## config.mk

```make
export PLATFORM = sky130hd
export DESIGN_NAME = rsa_sign_verify_engine_flat
export DESIGN_NICKNAME = d
export VERILOG_FILES = /design/src/hdl/rsa_se_pkg.sv /design/src/hdl/rsa_se_if.sv /design/src/hdl/rsa_se_modmul.sv /design/src/hdl/rsa_sign_verify_engine.sv /design/src/flat_wrapper.sv
export SDC_FILE = /design/constraint.sdc
export NUM_CORES = 1
export LEC_CHECK = 0
export ABC_AREA = 1
export BUFFER_PORTS_ARGS = -buffer_cell sky130_fd_sc_hd__buf_2
export CAP_MARGIN = 20
export CORE_MARGIN = 10
export CORE_UTILIZATION = 65
export CTS_CLUSTER_SIZE = 30
export DETAILED_ROUTE_END_ITERATION = 10
export PLACE_DENSITY = 0.85
export SYNTH_ARGS = -nofsm -noshare
export SYNTH_HDL_FRONTEND = slang
export SYNTH_SLANG_ARGS = --single-unit
export TNS_END_PERCENT = 1
```

## constraint.sdc

```tcl
create_clock -name clk -period 10.21 [get_ports clk]
set_input_delay 1.021 -clock clk [delete_from_list [all_inputs] [get_ports clk]]
set_output_delay 1.021 -clock clk [all_outputs]
set_load 0.05 [all_outputs]
```

## src/hdl/rsa_se_pkg.sv

```systemverilog
package rsa_se_pkg;

	// fixed field and register widths at the ports
	localparam int FIELD_W   = 32;
	localparam int CFG_W     = 32;
	localparam int CFG_IDX_W = 2;

	typedef logic [CFG_IDX_W-1:0] cfg_idx_t;

	// configuration register indexes
	localparam cfg_idx_t REG_MODULUS          = 2'd0;
	localparam cfg_idx_t REG_PUBLIC_EXPONENT  = 2'd1;
	localparam cfg_idx_t REG_PRIVATE_EXPONENT = 2'd2;

	// request actions
	localparam logic ACT_SIGN   = 1'b0;
	localparam logic ACT_VERIFY = 1'b1;

endpackage

```

## src/hdl/rsa_se_if.sv

```systemverilog
interface rsa_se_req_if;
	logic                            valid;
	logic                            ready;
	logic                            action;
	logic [rsa_se_pkg::FIELD_W-1:0]  operand;
	logic [rsa_se_pkg::FIELD_W-1:0]  expected_message;

	modport source (output valid, action, operand, expected_message, input ready);
	modport sink   (input valid, action, operand, expected_message, output ready);
endinterface

interface rsa_se_res_if;
	logic                            valid;
	logic                            ready;
	logic [rsa_se_pkg::FIELD_W-1:0]  value;
	logic                            valid_res;

	modport source (output valid, value, valid_res, input ready);
	modport sink   (input valid, value, valid_res, output ready);
endinterface

```

## src/hdl/rsa_se_modmul.sv

```systemverilog
module rsa_se_modmul #(
	parameter int W = 32
) (
	input  logic         clk,
	input  logic         arst_n,
	input  logic         start,
	input  logic [W-1:0] a,
	input  logic [W-1:0] x,
	input  logic [W-1:0] m,
	output logic         done,
	output logic [W-1:0] result
);

	localparam int CNT_W = $clog2(W);

	logic [W-1:0]     r_q;
	logic [W-1:0]     a_q;
	logic [W-1:0]     x_q;
	logic [CNT_W-1:0] cnt_q;
	logic             busy_q;
	logic             phase_q;
	logic             done_q;

	logic [W-1:0]     addend;
	logic [W:0]       sum;
	logic [W+1:0]     diff;
	logic [W-1:0]     r_next;
	logic             last;

	// phase 0 doubles r, phase 1 adds a when the current multiplier bit is set
	assign addend = phase_q ? (x_q[W-1] ? a_q : '0) : r_q;
	assign sum    = {1'b0, r_q} + {1'b0, addend};
	assign diff   = {1'b0, sum} - {2'b0, m};
	assign r_next = diff[W+1] ? sum[W-1:0] : diff[W-1:0];
	assign last   = busy_q && phase_q && (cnt_q == '0);

	always_ff @(posedge clk or negedge arst_n) begin
		if (!arst_n) begin
			busy_q  <= 1'b0;
			phase_q <= 1'b0;
			cnt_q   <= '0;
			done_q  <= 1'b0;
		end else begin
			done_q <= last;
			if (start) begin
				busy_q  <= 1'b1;
				phase_q <= 1'b0;
				cnt_q   <= CNT_W'(W-1);
			end else if (busy_q) begin
				phase_q <= ~phase_q;
				if (phase_q) begin
					cnt_q <= cnt_q - 1'b1;
				end
				if (last) begin
					busy_q <= 1'b0;
				end
			end
		end
	end

	always_ff @(posedge clk) begin
		if (start) begin
			r_q <= '0;
			a_q <= a;
			x_q <= x;
		end else if (busy_q) begin
			r_q <= r_next;
			if (phase_q) begin
				x_q <= x_q << 1;
			end
		end
	end

	assign done   = done_q;
	assign result = r_q;

endmodule

```

## src/hdl/rsa_sign_verify_engine.sv

```systemverilog
// sequence: the base is first reduced mod the modulus, then each exponent bit takes up to two
//   modular products, a multiply when the bit is set and a squaring unless no set bit is left
// throughput: one request at a time, set by the single shift-add modular multiplier
// a zero modulus offers its result in the cycle after the transfer
// reset (arst_n low, asynchronous) sets modulus and both exponents to 1 and empties the engine
module rsa_sign_verify_engine #(
	parameter int OPERAND_BITS = 32
) (
	input  logic                          clk,
	input  logic                          arst_n,
	input  logic                          cfg_we,
	input  rsa_se_pkg::cfg_idx_t          cfg_index,
	input  logic [rsa_se_pkg::CFG_W-1:0]  cfg_data,
	rsa_se_req_if.sink                    req,
	rsa_se_res_if.source                  res
);

	localparam int W = OPERAND_BITS;

	// sequencer states
	localparam logic [2:0] ST_IDLE   = 3'd0;
	localparam logic [2:0] ST_REDUCE = 3'd1;
	localparam logic [2:0] ST_STEP   = 3'd2;
	localparam logic [2:0] ST_ACC    = 3'd3;
	localparam logic [2:0] ST_SQ     = 3'd4;
	localparam logic [2:0] ST_OUT    = 3'd5;

	// configuration registers, held at the operand width
	logic [W-1:0] modulus_q;
	logic [W-1:0] pub_exp_q;
	logic [W-1:0] priv_exp_q;

	// request context
	logic [2:0]   state_q;
	logic         act_q;
	logic [W-1:0] base_q;
	logic [W-1:0] acc_q;
	logic [W-1:0] exp_q;
	logic [W-1:0] expect_q;

	// result registers
	logic [rsa_se_pkg::FIELD_W-1:0] value_q;
	logic                           ok_q;

	// multiplier command
	logic         mm_start_q;
	logic [W-1:0] op_a_q;
	logic [W-1:0] op_x_q;
	logic         mm_done;
	logic [W-1:0] mm_result;

	logic         req_xfer;
	logic         res_xfer;
	logic [W-1:0] one_red;

	assign req_xfer = req.valid && req.ready;
	assign res_xfer = res.valid && res.ready;

	// 1 mod n: zero when n is one, so the base reduction a=1 stays below the modulus
	assign one_red = (modulus_q == W'(1)) ? '0 : W'(1);

	// configuration writes, out-of-range index is dropped
	always_ff @(posedge clk or negedge arst_n) begin
		if (!arst_n) begin
			modulus_q  <= W'(1);
			pub_exp_q  <= W'(1);
			priv_exp_q <= W'(1);
		end else if (cfg_we) begin
			case (cfg_index)
				rsa_se_pkg::REG_MODULUS:          modulus_q  <= cfg_data[W-1:0];
				rsa_se_pkg::REG_PUBLIC_EXPONENT:  pub_exp_q  <= cfg_data[W-1:0];
				rsa_se_pkg::REG_PRIVATE_EXPONENT: priv_exp_q <= cfg_data[W-1:0];
				default: ;
			endcase
		end
	end

	// control: state and multiplier start pulse
	always_ff @(posedge clk or negedge arst_n) begin
		if (!arst_n) begin
			state_q    <= ST_IDLE;
			mm_start_q <= 1'b0;
		end else begin
			mm_start_q <= 1'b0;
			case (state_q)
				ST_IDLE: begin
					if (req_xfer) begin
						if (modulus_q == '0) begin
							// no meaningful reduction, answer zero at once
							state_q <= ST_OUT;
						end else begin
							mm_start_q <= 1'b1;
							state_q    <= ST_REDUCE;
						end
					end
				end
				ST_REDUCE: begin
					if (mm_done) begin
						state_q <= ST_STEP;
					end
				end
				ST_STEP: begin
					if (exp_q == '0) begin
						state_q <= ST_OUT;
					end else begin
						mm_start_q <= 1'b1;
						state_q    <= exp_q[0] ? ST_ACC : ST_SQ;
					end
				end
				ST_ACC: begin
					if (mm_done) begin
						// last set bit: skip the squaring nobody will use
						if (exp_q[W-1:1] == '0) begin
							state_q <= ST_STEP;
						end else begin
							mm_start_q <= 1'b1;
							state_q    <= ST_SQ;
						end
					end
				end
				ST_SQ: begin
					if (mm_done) begin
						state_q <= ST_STEP;
					end
				end
				ST_OUT: begin
					if (res_xfer) begin
						state_q <= ST_IDLE;
					end
				end
				default: state_q <= ST_IDLE;
			endcase
		end
	end

	// datapath registers, no reset needed
	always_ff @(posedge clk) begin
		case (state_q)
			ST_IDLE: begin
				if (req_xfer) begin
					act_q    <= req.action;
					exp_q    <= (req.action == rsa_se_pkg::ACT_VERIFY) ? pub_exp_q : priv_exp_q;
					expect_q <= req.expected_message[W-1:0];
					acc_q    <= W'(1);
					value_q  <= '0;
					ok_q     <= 1'b0;
					// base reduction as (1 mod n) * operand
					op_a_q   <= one_red;
					op_x_q   <= req.operand[W-1:0];
				end
			end
			ST_REDUCE: begin
				if (mm_done) begin
					base_q <= mm_result;
				end
			end
			ST_STEP: begin
				if (exp_q == '0) begin
					value_q <= rsa_se_pkg::FIELD_W'(acc_q);
					ok_q    <= (act_q == rsa_se_pkg::ACT_VERIFY) && (acc_q == expect_q);
				end else if (exp_q[0]) begin
					// base is reduced, so it goes on the addend side
					op_a_q <= base_q;
					op_x_q <= acc_q;
				end else begin
					op_a_q <= base_q;
					op_x_q <= base_q;
				end
			end
			ST_ACC: begin
				if (mm_done) begin
					acc_q <= mm_result;
					if (exp_q[W-1:1] == '0) begin
						exp_q <= exp_q >> 1;
					end else begin
						op_a_q <= base_q;
						op_x_q <= base_q;
					end
				end
			end
			ST_SQ: begin
				if (mm_done) begin
					base_q <= mm_result;
					exp_q  <= exp_q >> 1;
				end
			end
			default: ;
		endcase
	end

	rsa_se_modmul #(
		.W (W)
	) u_modmul (
		.clk    (clk),
		.arst_n (arst_n),
		.start  (mm_start_q),
		.a      (op_a_q),
		.x      (op_x_q),
		.m      (modulus_q),
		.done   (mm_done),
		.result (mm_result)
	);

	assign req.ready     = (state_q == ST_IDLE);
	assign res.valid     = (state_q == ST_OUT);
	assign res.value     = value_q;
	assign res.valid_res = ok_q;

	// a request is never taken while a result is still offered
	a_no_overlap: assert property (@(posedge clk) disable iff (!arst_n)
		!(req.ready && res.valid))
		else $error("request taken while result pending");

	// multiplier only finishes while the sequencer waits on it
	a_done_owned: assert property (@(posedge clk) disable iff (!arst_n)
		mm_done |-> (state_q == ST_REDUCE || state_q == ST_ACC || state_q == ST_SQ))
		else $error("multiplier done outside a product state");

	// a zero modulus short-cuts straight to the result
	a_zero_mod: assert property (@(posedge clk) disable iff (!arst_n)
		(req_xfer && modulus_q == '0) |=> (res.valid && res.value == '0 && !res.valid_res))
		else $error("zero modulus not answered directly");

	// a sign result never reports a match
	a_sign_no_match: assert property (@(posedge clk) disable iff (!arst_n)
		(res.valid && res.valid_res) |-> (act_q == rsa_se_pkg::ACT_VERIFY))
		else $error("match flagged on sign request");

	// every exponent step either finishes or starts a product
	a_step_progress: assert property (@(posedge clk) disable iff (!arst_n)
		(state_q == ST_STEP && exp_q != '0) |=> mm_start_q)
		else $error("exponent step without product");

endmodule

```

## src/flat_wrapper.sv

```systemverilog
// flat-port wrapper written by rule: the top's interface ports become plain ports
module rsa_sign_verify_engine_flat 
#(
	parameter int OPERAND_BITS = 32
)
  (clk, arst_n, cfg_we, cfg_index, cfg_data, req_valid, req_action, req_operand, req_expected_message, req_ready, res_valid, res_value, res_valid_res, res_ready);
  rsa_se_req_if req_i ();
  rsa_se_res_if res_i ();
  input  logic clk;
  input  logic arst_n;
  input  logic cfg_we;
  input  rsa_se_pkg::cfg_idx_t cfg_index;
  input  logic [rsa_se_pkg::CFG_W-1:0] cfg_data;
  input wire logic [$bits(req_i.valid)-1:0] req_valid;
  input wire logic [$bits(req_i.action)-1:0] req_action;
  input wire logic [$bits(req_i.operand)-1:0] req_operand;
  input wire logic [$bits(req_i.expected_message)-1:0] req_expected_message;
  output wire logic [$bits(req_i.ready)-1:0] req_ready;
  output wire logic [$bits(res_i.valid)-1:0] res_valid;
  output wire logic [$bits(res_i.value)-1:0] res_value;
  output wire logic [$bits(res_i.valid_res)-1:0] res_valid_res;
  input wire logic [$bits(res_i.ready)-1:0] res_ready;
  assign req_i.valid = req_valid;
  assign req_i.action = req_action;
  assign req_i.operand = req_operand;
  assign req_i.expected_message = req_expected_message;
  assign req_ready = req_i.ready;
  assign res_valid = res_i.valid;
  assign res_value = res_i.value;
  assign res_valid_res = res_i.valid_res;
  assign res_i.ready = res_ready;
  rsa_sign_verify_engine #(.OPERAND_BITS(OPERAND_BITS)) u_core (.clk(clk), .arst_n(arst_n), .cfg_we(cfg_we), .cfg_index(cfg_index), .cfg_data(cfg_data), .req(req_i), .res(res_i));
endmodule
```

* Word-level counts from Yosys, hierarchy flattened
Cells that the tools add are included.
** Storage, ports and cells
- Register bits :: 430
- Bits of input ports :: 104
- Output and inout port bits :: 35
- Word-level logic and storage cells :: 126
** Cells by class
- $add $sub $neg :: 3
- Equal/unequal tests :: 18
- Multiplexer cells :: 54
- Bitwise gates (word level) :: 1
- Reductions and logical operators :: 29
** Operators with widths (count)
- 32-bit two-way mux :: 22
- 32-bit case mux with 3 select lines :: 3
- 32-bit case mux with 2 select lines :: 2
- 32-bit logical NOT :: 2
- 33-bit by 32-bit subtractor with 34-bit output :: 1
- 32-bit by 32-bit adder with 33-bit output :: 1
- 32-bit by 1-bit equality test with 1-bit output, second input constant :: 1
- 32-bit equality test :: 1
- 31-bit logical NOT :: 1
- 3-bit two-way mux :: 8
- 5-bit two-way mux :: 3
- 3-bit case mux with 5 select lines :: 1
- 1-bit two-way mux :: 13
- 2-bit != test, second input constant :: 6
- 2-bit AND reduction :: 6
- 5-bit AND reduction :: 2
- 2-bit nonzero test :: 4
- 3-bit by 2-bit equality test with 1-bit output, second input constant :: 2
- 3-bit equality test, second input constant :: 2
- 2-bit by 1-bit != test with 1-bit output, second input constant :: 3
- 3-bit AND reduction :: 2
- 3-bit nonzero test :: 2
- 1-bit logical AND :: 5
- 5-bit logical NOT :: 1
- other kinds (11) :: 11

* Depth between registers and ports, before layout
- Depth after elaboration :: 5
- Gate-level depth with buffers :: 33

* Modules after synthesis
Synthesis repeated with hierarchy kept, for this count alone.
** Second synthesis, totals
- Cells, all modules :: 2830
- Area total of the unflattened synthesis :: 23166.0 µm²
** By module, submodules not included
- rsa_sign_verify_engine :: times used 1, cells each 1287, area an instance 13479.2 µm², seq. area each 9292.7 µm²
- rsa_se_modmul :: times used 1, cells each 1543, area an instance 9686.8 µm², seq. area each 2762.6 µm²

* Worst setup path before layout
Ideal clock, no wire load.
- Kind :: input to register
- Start point :: input port req_valid
- End point :: register u_core.op_a_q[0], enable pin
- Setup time :: 0.507 ns
- Data arrival time :: 4.395 ns
- Required time :: 9.703 ns
- Slack :: 5.308 ns
- Stages :: 4
- Buffers on the path :: 0
- Cells stage by stage :: o31ai_1 > a21oi_1 > nand2_1 > a21oi_1
** Between the ends
- Longest elaborated chain between the ends :: 3
** Ends and longest elaborated chain
- start, declared :: RTL line flat_wrapper.sv:14 : input wire logic [$bits(req_i.valid)-1:0] req_valid;
- 1-bit logical AND :: RTL line rsa_sign_verify_engine.sv:56 : assign req_xfer = req.valid && req.ready;
- 2-bit != test (no line)
- 5-bit AND reduction (no line)
- end signal, assigned :: RTL line rsa_sign_verify_engine.sv:148 : op_a_q <= one_red;
- end signal, assigned :: RTL line rsa_sign_verify_engine.sv:163 : op_a_q <= base_q;
- end signal, assigned :: RTL line rsa_sign_verify_engine.sv:166 : op_a_q <= base_q;
- end, declared :: RTL line rsa_sign_verify_engine.sv:47 : logic [W-1:0] op_a_q;
No other way between the ends.
A chain may end at the register's enable or synchronous reset.

* Worst setup path in the final report
- Start point :: register u_core.u_modmul.phase_q
- End point :: register u_core.u_modmul.r_q[0] (netlist: u_core.u_modmul.result[0])
** Between the ends
- Longest elaborated chain between the ends :: 4
** Ends and longest elaborated chain
- start, declared :: RTL line rsa_se_modmul.sv:21 : logic phase_q;
- start signal, assigned :: RTL line rsa_se_modmul.sv:50 : phase_q <= ~phase_q;
- 32-bit two-way mux * :: RTL line rsa_se_modmul.sv:31 : assign addend = phase_q ? (x_q[W-1] ? a_q : '0) : r_q;
- 32-bit by 32-bit adder with 33-bit output * :: RTL line rsa_se_modmul.sv:32 : assign sum = {1'b0, r_q} + {1'b0, addend};
- 33-bit by 32-bit subtractor with 34-bit output :: RTL line rsa_se_modmul.sv:33 : assign diff = {1'b0, sum} - {2'b0, m};
- 32-bit two-way mux * :: RTL line rsa_se_modmul.sv:34 : assign r_next = diff[W+1] ? sum[W-1:0] : diff[W-1:0];
- end signal, assigned :: RTL line rsa_se_modmul.sv:67 : r_q <= r_next;
- end, declared :: RTL line rsa_se_modmul.sv:16 : logic [W-1:0] r_q;
Mark *: on every way between the ends. The rest lies on a longest branch, timed or not.

==> flow_summary.toml <==
[clock_tree]
hold_buffers = 0
clk_pin_slew_ns = 0.06
cts_tree = "done"
cts_sinks = 430
cts_made_buffers = 44
cts_htree_levels = 2
cts_root_buf = "clkbuf_16"
ctsResizeCount = 0
clock_latency_ns = 0.60
cts_setup_buffers = 0
clk_path_buf_depth = 3

[floorplanning]
start_util_pct = 65.8
fp.dieH_um = 207
pin_count = 139
rows = 68
fp.dieW_um = 207
core_um2 = 34500
die_area_um2 = 42800

[logic_synthesis]
avgSynthCellArea_um2 = 8.19
synth-edff-count = 290
synthArstFlopShare_pct = 25.1
synthesis.area_um2 = 22700
synth_ff_type = "edfxtp_1"
yosys_warnings = 0
synth_top_area_share_pct = 38.3
yosysMostFrequentCell = "nand2_1"
seq_area_frac_synth_pct = 53.1
synth_nets = 2945
synth_cells = 2773
yosys.cell_types.count = 54
netlist_top_cells_area = "edfxtp_1 (38%), nand2_1 (16%), dfrtp_1 (12%), inv_1 (7.2%), o21ai_0 (4.2%)"
synthTopCellsByCount = "nand2_1 (942), inv_1 (438), edfxtp_1 (290)"
yosys.area.top_type = "edfxtp_1"
synth-seq-cells = 430

[worst_setup_path]
cp_common_cell = "nand2_1"
cp-end-kind = "flip-flop"
slowest_delay_ns = 0.95
worst-setup-path-type = "flip-flop to flip-flop"
worst_ep_required_time_ns = 10.69
rrSetupSlack_ns = 4.17
crit_slowest_cell = "dfrtp_1"
start_kind = "flip-flop"
cp.arrival_ns = 6.51
worst-path-max-fanout = 34

[hold_path]
hp-class = "flip-flop to flip-flop"

[timing]
setup_viol = 0
grt_setup_unrepaired = "false"
min_period_ns = 6.04
slew_viol_final = 0
fmax_mhz = 166
tightestPinTransition_ns = 1.10
whs_ns = 0.402
finalCritPeriodShare_pct = 59.1
hold_violations = 0
skew_ns = 0.0260
slew_headroom_pct = 26.4
setup-tns-final_ns = 0

[placement]
gp_congestion = 0.949
dp_cells = 3297
dp_hpwl_um = 49100
io_buffers = 138

[route]
drt-total-wl_um = 69000
drc = 0
via_per_inst = 5.81
ant_nets = 0
detail_route.iter0.violations = 2344
drtPass1Iterations = 8
num_vias = 19700
wl_per_cell_um = 20.4

[layout]
drive_gt1_share_pct = 9.18
finalNonFillerCells = 3385
fillCellCount = 2453
nets = 3065
areaGrowthSynthToFinish_pct = 11.7

[grt]
grt_use_total_pct = 31.9
grt_pass1_vias = 19400
grt_remaining_overflow = 0
antenna_found_initial = 0
grt_max_degree = 70
grt_pass1_wl_um = 106000

[run]
drv_cap = 0

[run_status]
status = "finished, final reports clean"
==> cells by family after synthesis <==
| kind of cell | Yosys count | synth area share, % |
|---|---|---|
| simple gates | 1380 | 24.7 |
| buf+inv | 530 | 8.97 |
| flops | 430 | 53.1 |
| compound gates | 328 | 8.06 |
| fa+ha+maj | 68 | 3.81 |
| xor+xnor | 37 | 1.43 |
==> cell type report <==
class,count,area [µm²],area share (%)
sequential,430,12100,47.5
multi-input combinational,1813,8690,34.2
inverter,446,1670,6.59
clock buffer,61,1240,4.87
timing repair buffer,158,953,3.75
tap,455,569,2.24
clock inverter,21,208,0.818
antenna,1,2.50,0.00985
==> final timing paths <==
check | startpoint | to | cells after the start
setup / recovery | u_core.u_modmul.phase_q$_DFFE_PN0P_ | u_core.u_modmul.result[0]$_SDFFE_PP0P_ | 29
hold / removal | u_core.op_a_q[20]$_SDFFCE_PP0P_ | u_core.u_modmul.a_q[20]$_DFFE_PP_ | 0
setup reg to reg | u_core.u_modmul.phase_q$_DFFE_PN0P_ | u_core.u_modmul.result[0]$_SDFFE_PP0P_ | 29
hold reg to reg | u_core.op_a_q[20]$_SDFFCE_PP0P_ | u_core.u_modmul.a_q[20]$_DFFE_PP_ | 0
max in group asynchronous | arst_n | u_core.mm_start_q$_DFF_PN0_ | 2
min in group asynchronous | arst_n | u_core.priv_exp_q[20]$_DFFE_PN0P_ | 1
==> worst max-delay path: cells and delay by family, from the launching register on <==
family | cells | cell delay [ns]
buffers and inverters | 4 | 0.94
flip-flops | 1 | 0.95
AND/OR/NAND/NOR | 21 | 2.79
adder cells (fa/ha/maj) | 3 | 1.05
AO/OA/AOI/OAI | 1 | 0.16
==> routing by layer <==
layer	global-route usage (%)	part of all wire, %	up-vias
met5	0	0	-
met4	12.5	4.7	0
met3	5.56	9.7	244
met2	53.8	48	1229
met1	40.3	37	9055
li1	-	-	9128
==> cells in the final DEF (no fill, tap or decap), types with 14 or more instances in the layout <==
master,synthesis,final
nand2_1,942,942
inv_1,438,438
edfxtp_1,290,290
nor2_1,218,215
o21ai_0,190,189
buf_2,12,137
nand3_1,127,124
dfrtp_1,105,104
ha_1,66,66
a21oi_1,51,50
clkbuf_16,0,46
dfxtp_1,32,32
a31oi_1,31,31
xor2_1,20,20
nor3_1,19,19
xnor2_1,17,17
nand3b_1,16,16
nor4_1,16,16
nand4_1,15,15
buf_4,3,14
==> state kept, by name (all words and copies together) (netlist names), 3 cells and up <==
| name | flops |
|---|---|
| u_core.modulus_q | 32 |
| u_core.state_q | 3 |
| u_core.u_modmul.cnt_q | 5 |
| u_core.u_modmul.result | 32 |
| u_core.base_q | 32 |
| u_core.expect_q | 32 |
| u_core.u_modmul.a_q | 32 |
| u_core.pub_exp_q | 32 |
| u_core.u_modmul.x_q | 32 |
| u_core.res.value | 32 |
| u_core.op_a_q | 32 |
| u_core.exp_q | 32 |
| u_core.priv_exp_q | 32 |
| u_core.op_x_q | 32 |
| u_core.acc_q | 32 |
==> metrics by stage <==
stage	instance area, µm²	setup slack [ns]	util (%)
2_1_floorplan	22700	5.31	-
3_3_place_gp	23800	4.57	68.8
3_5_place_dp	23800	4.25	69.0
4_1_cts	25300	4.24	73.1
5_1_grt	25400	3.54	73.5
6_report	25400	4.17	73.5
Power is left out: the tool's default activity adds up to more than one toggle a clock period on the data nets, which glitch-free logic cannot reach.
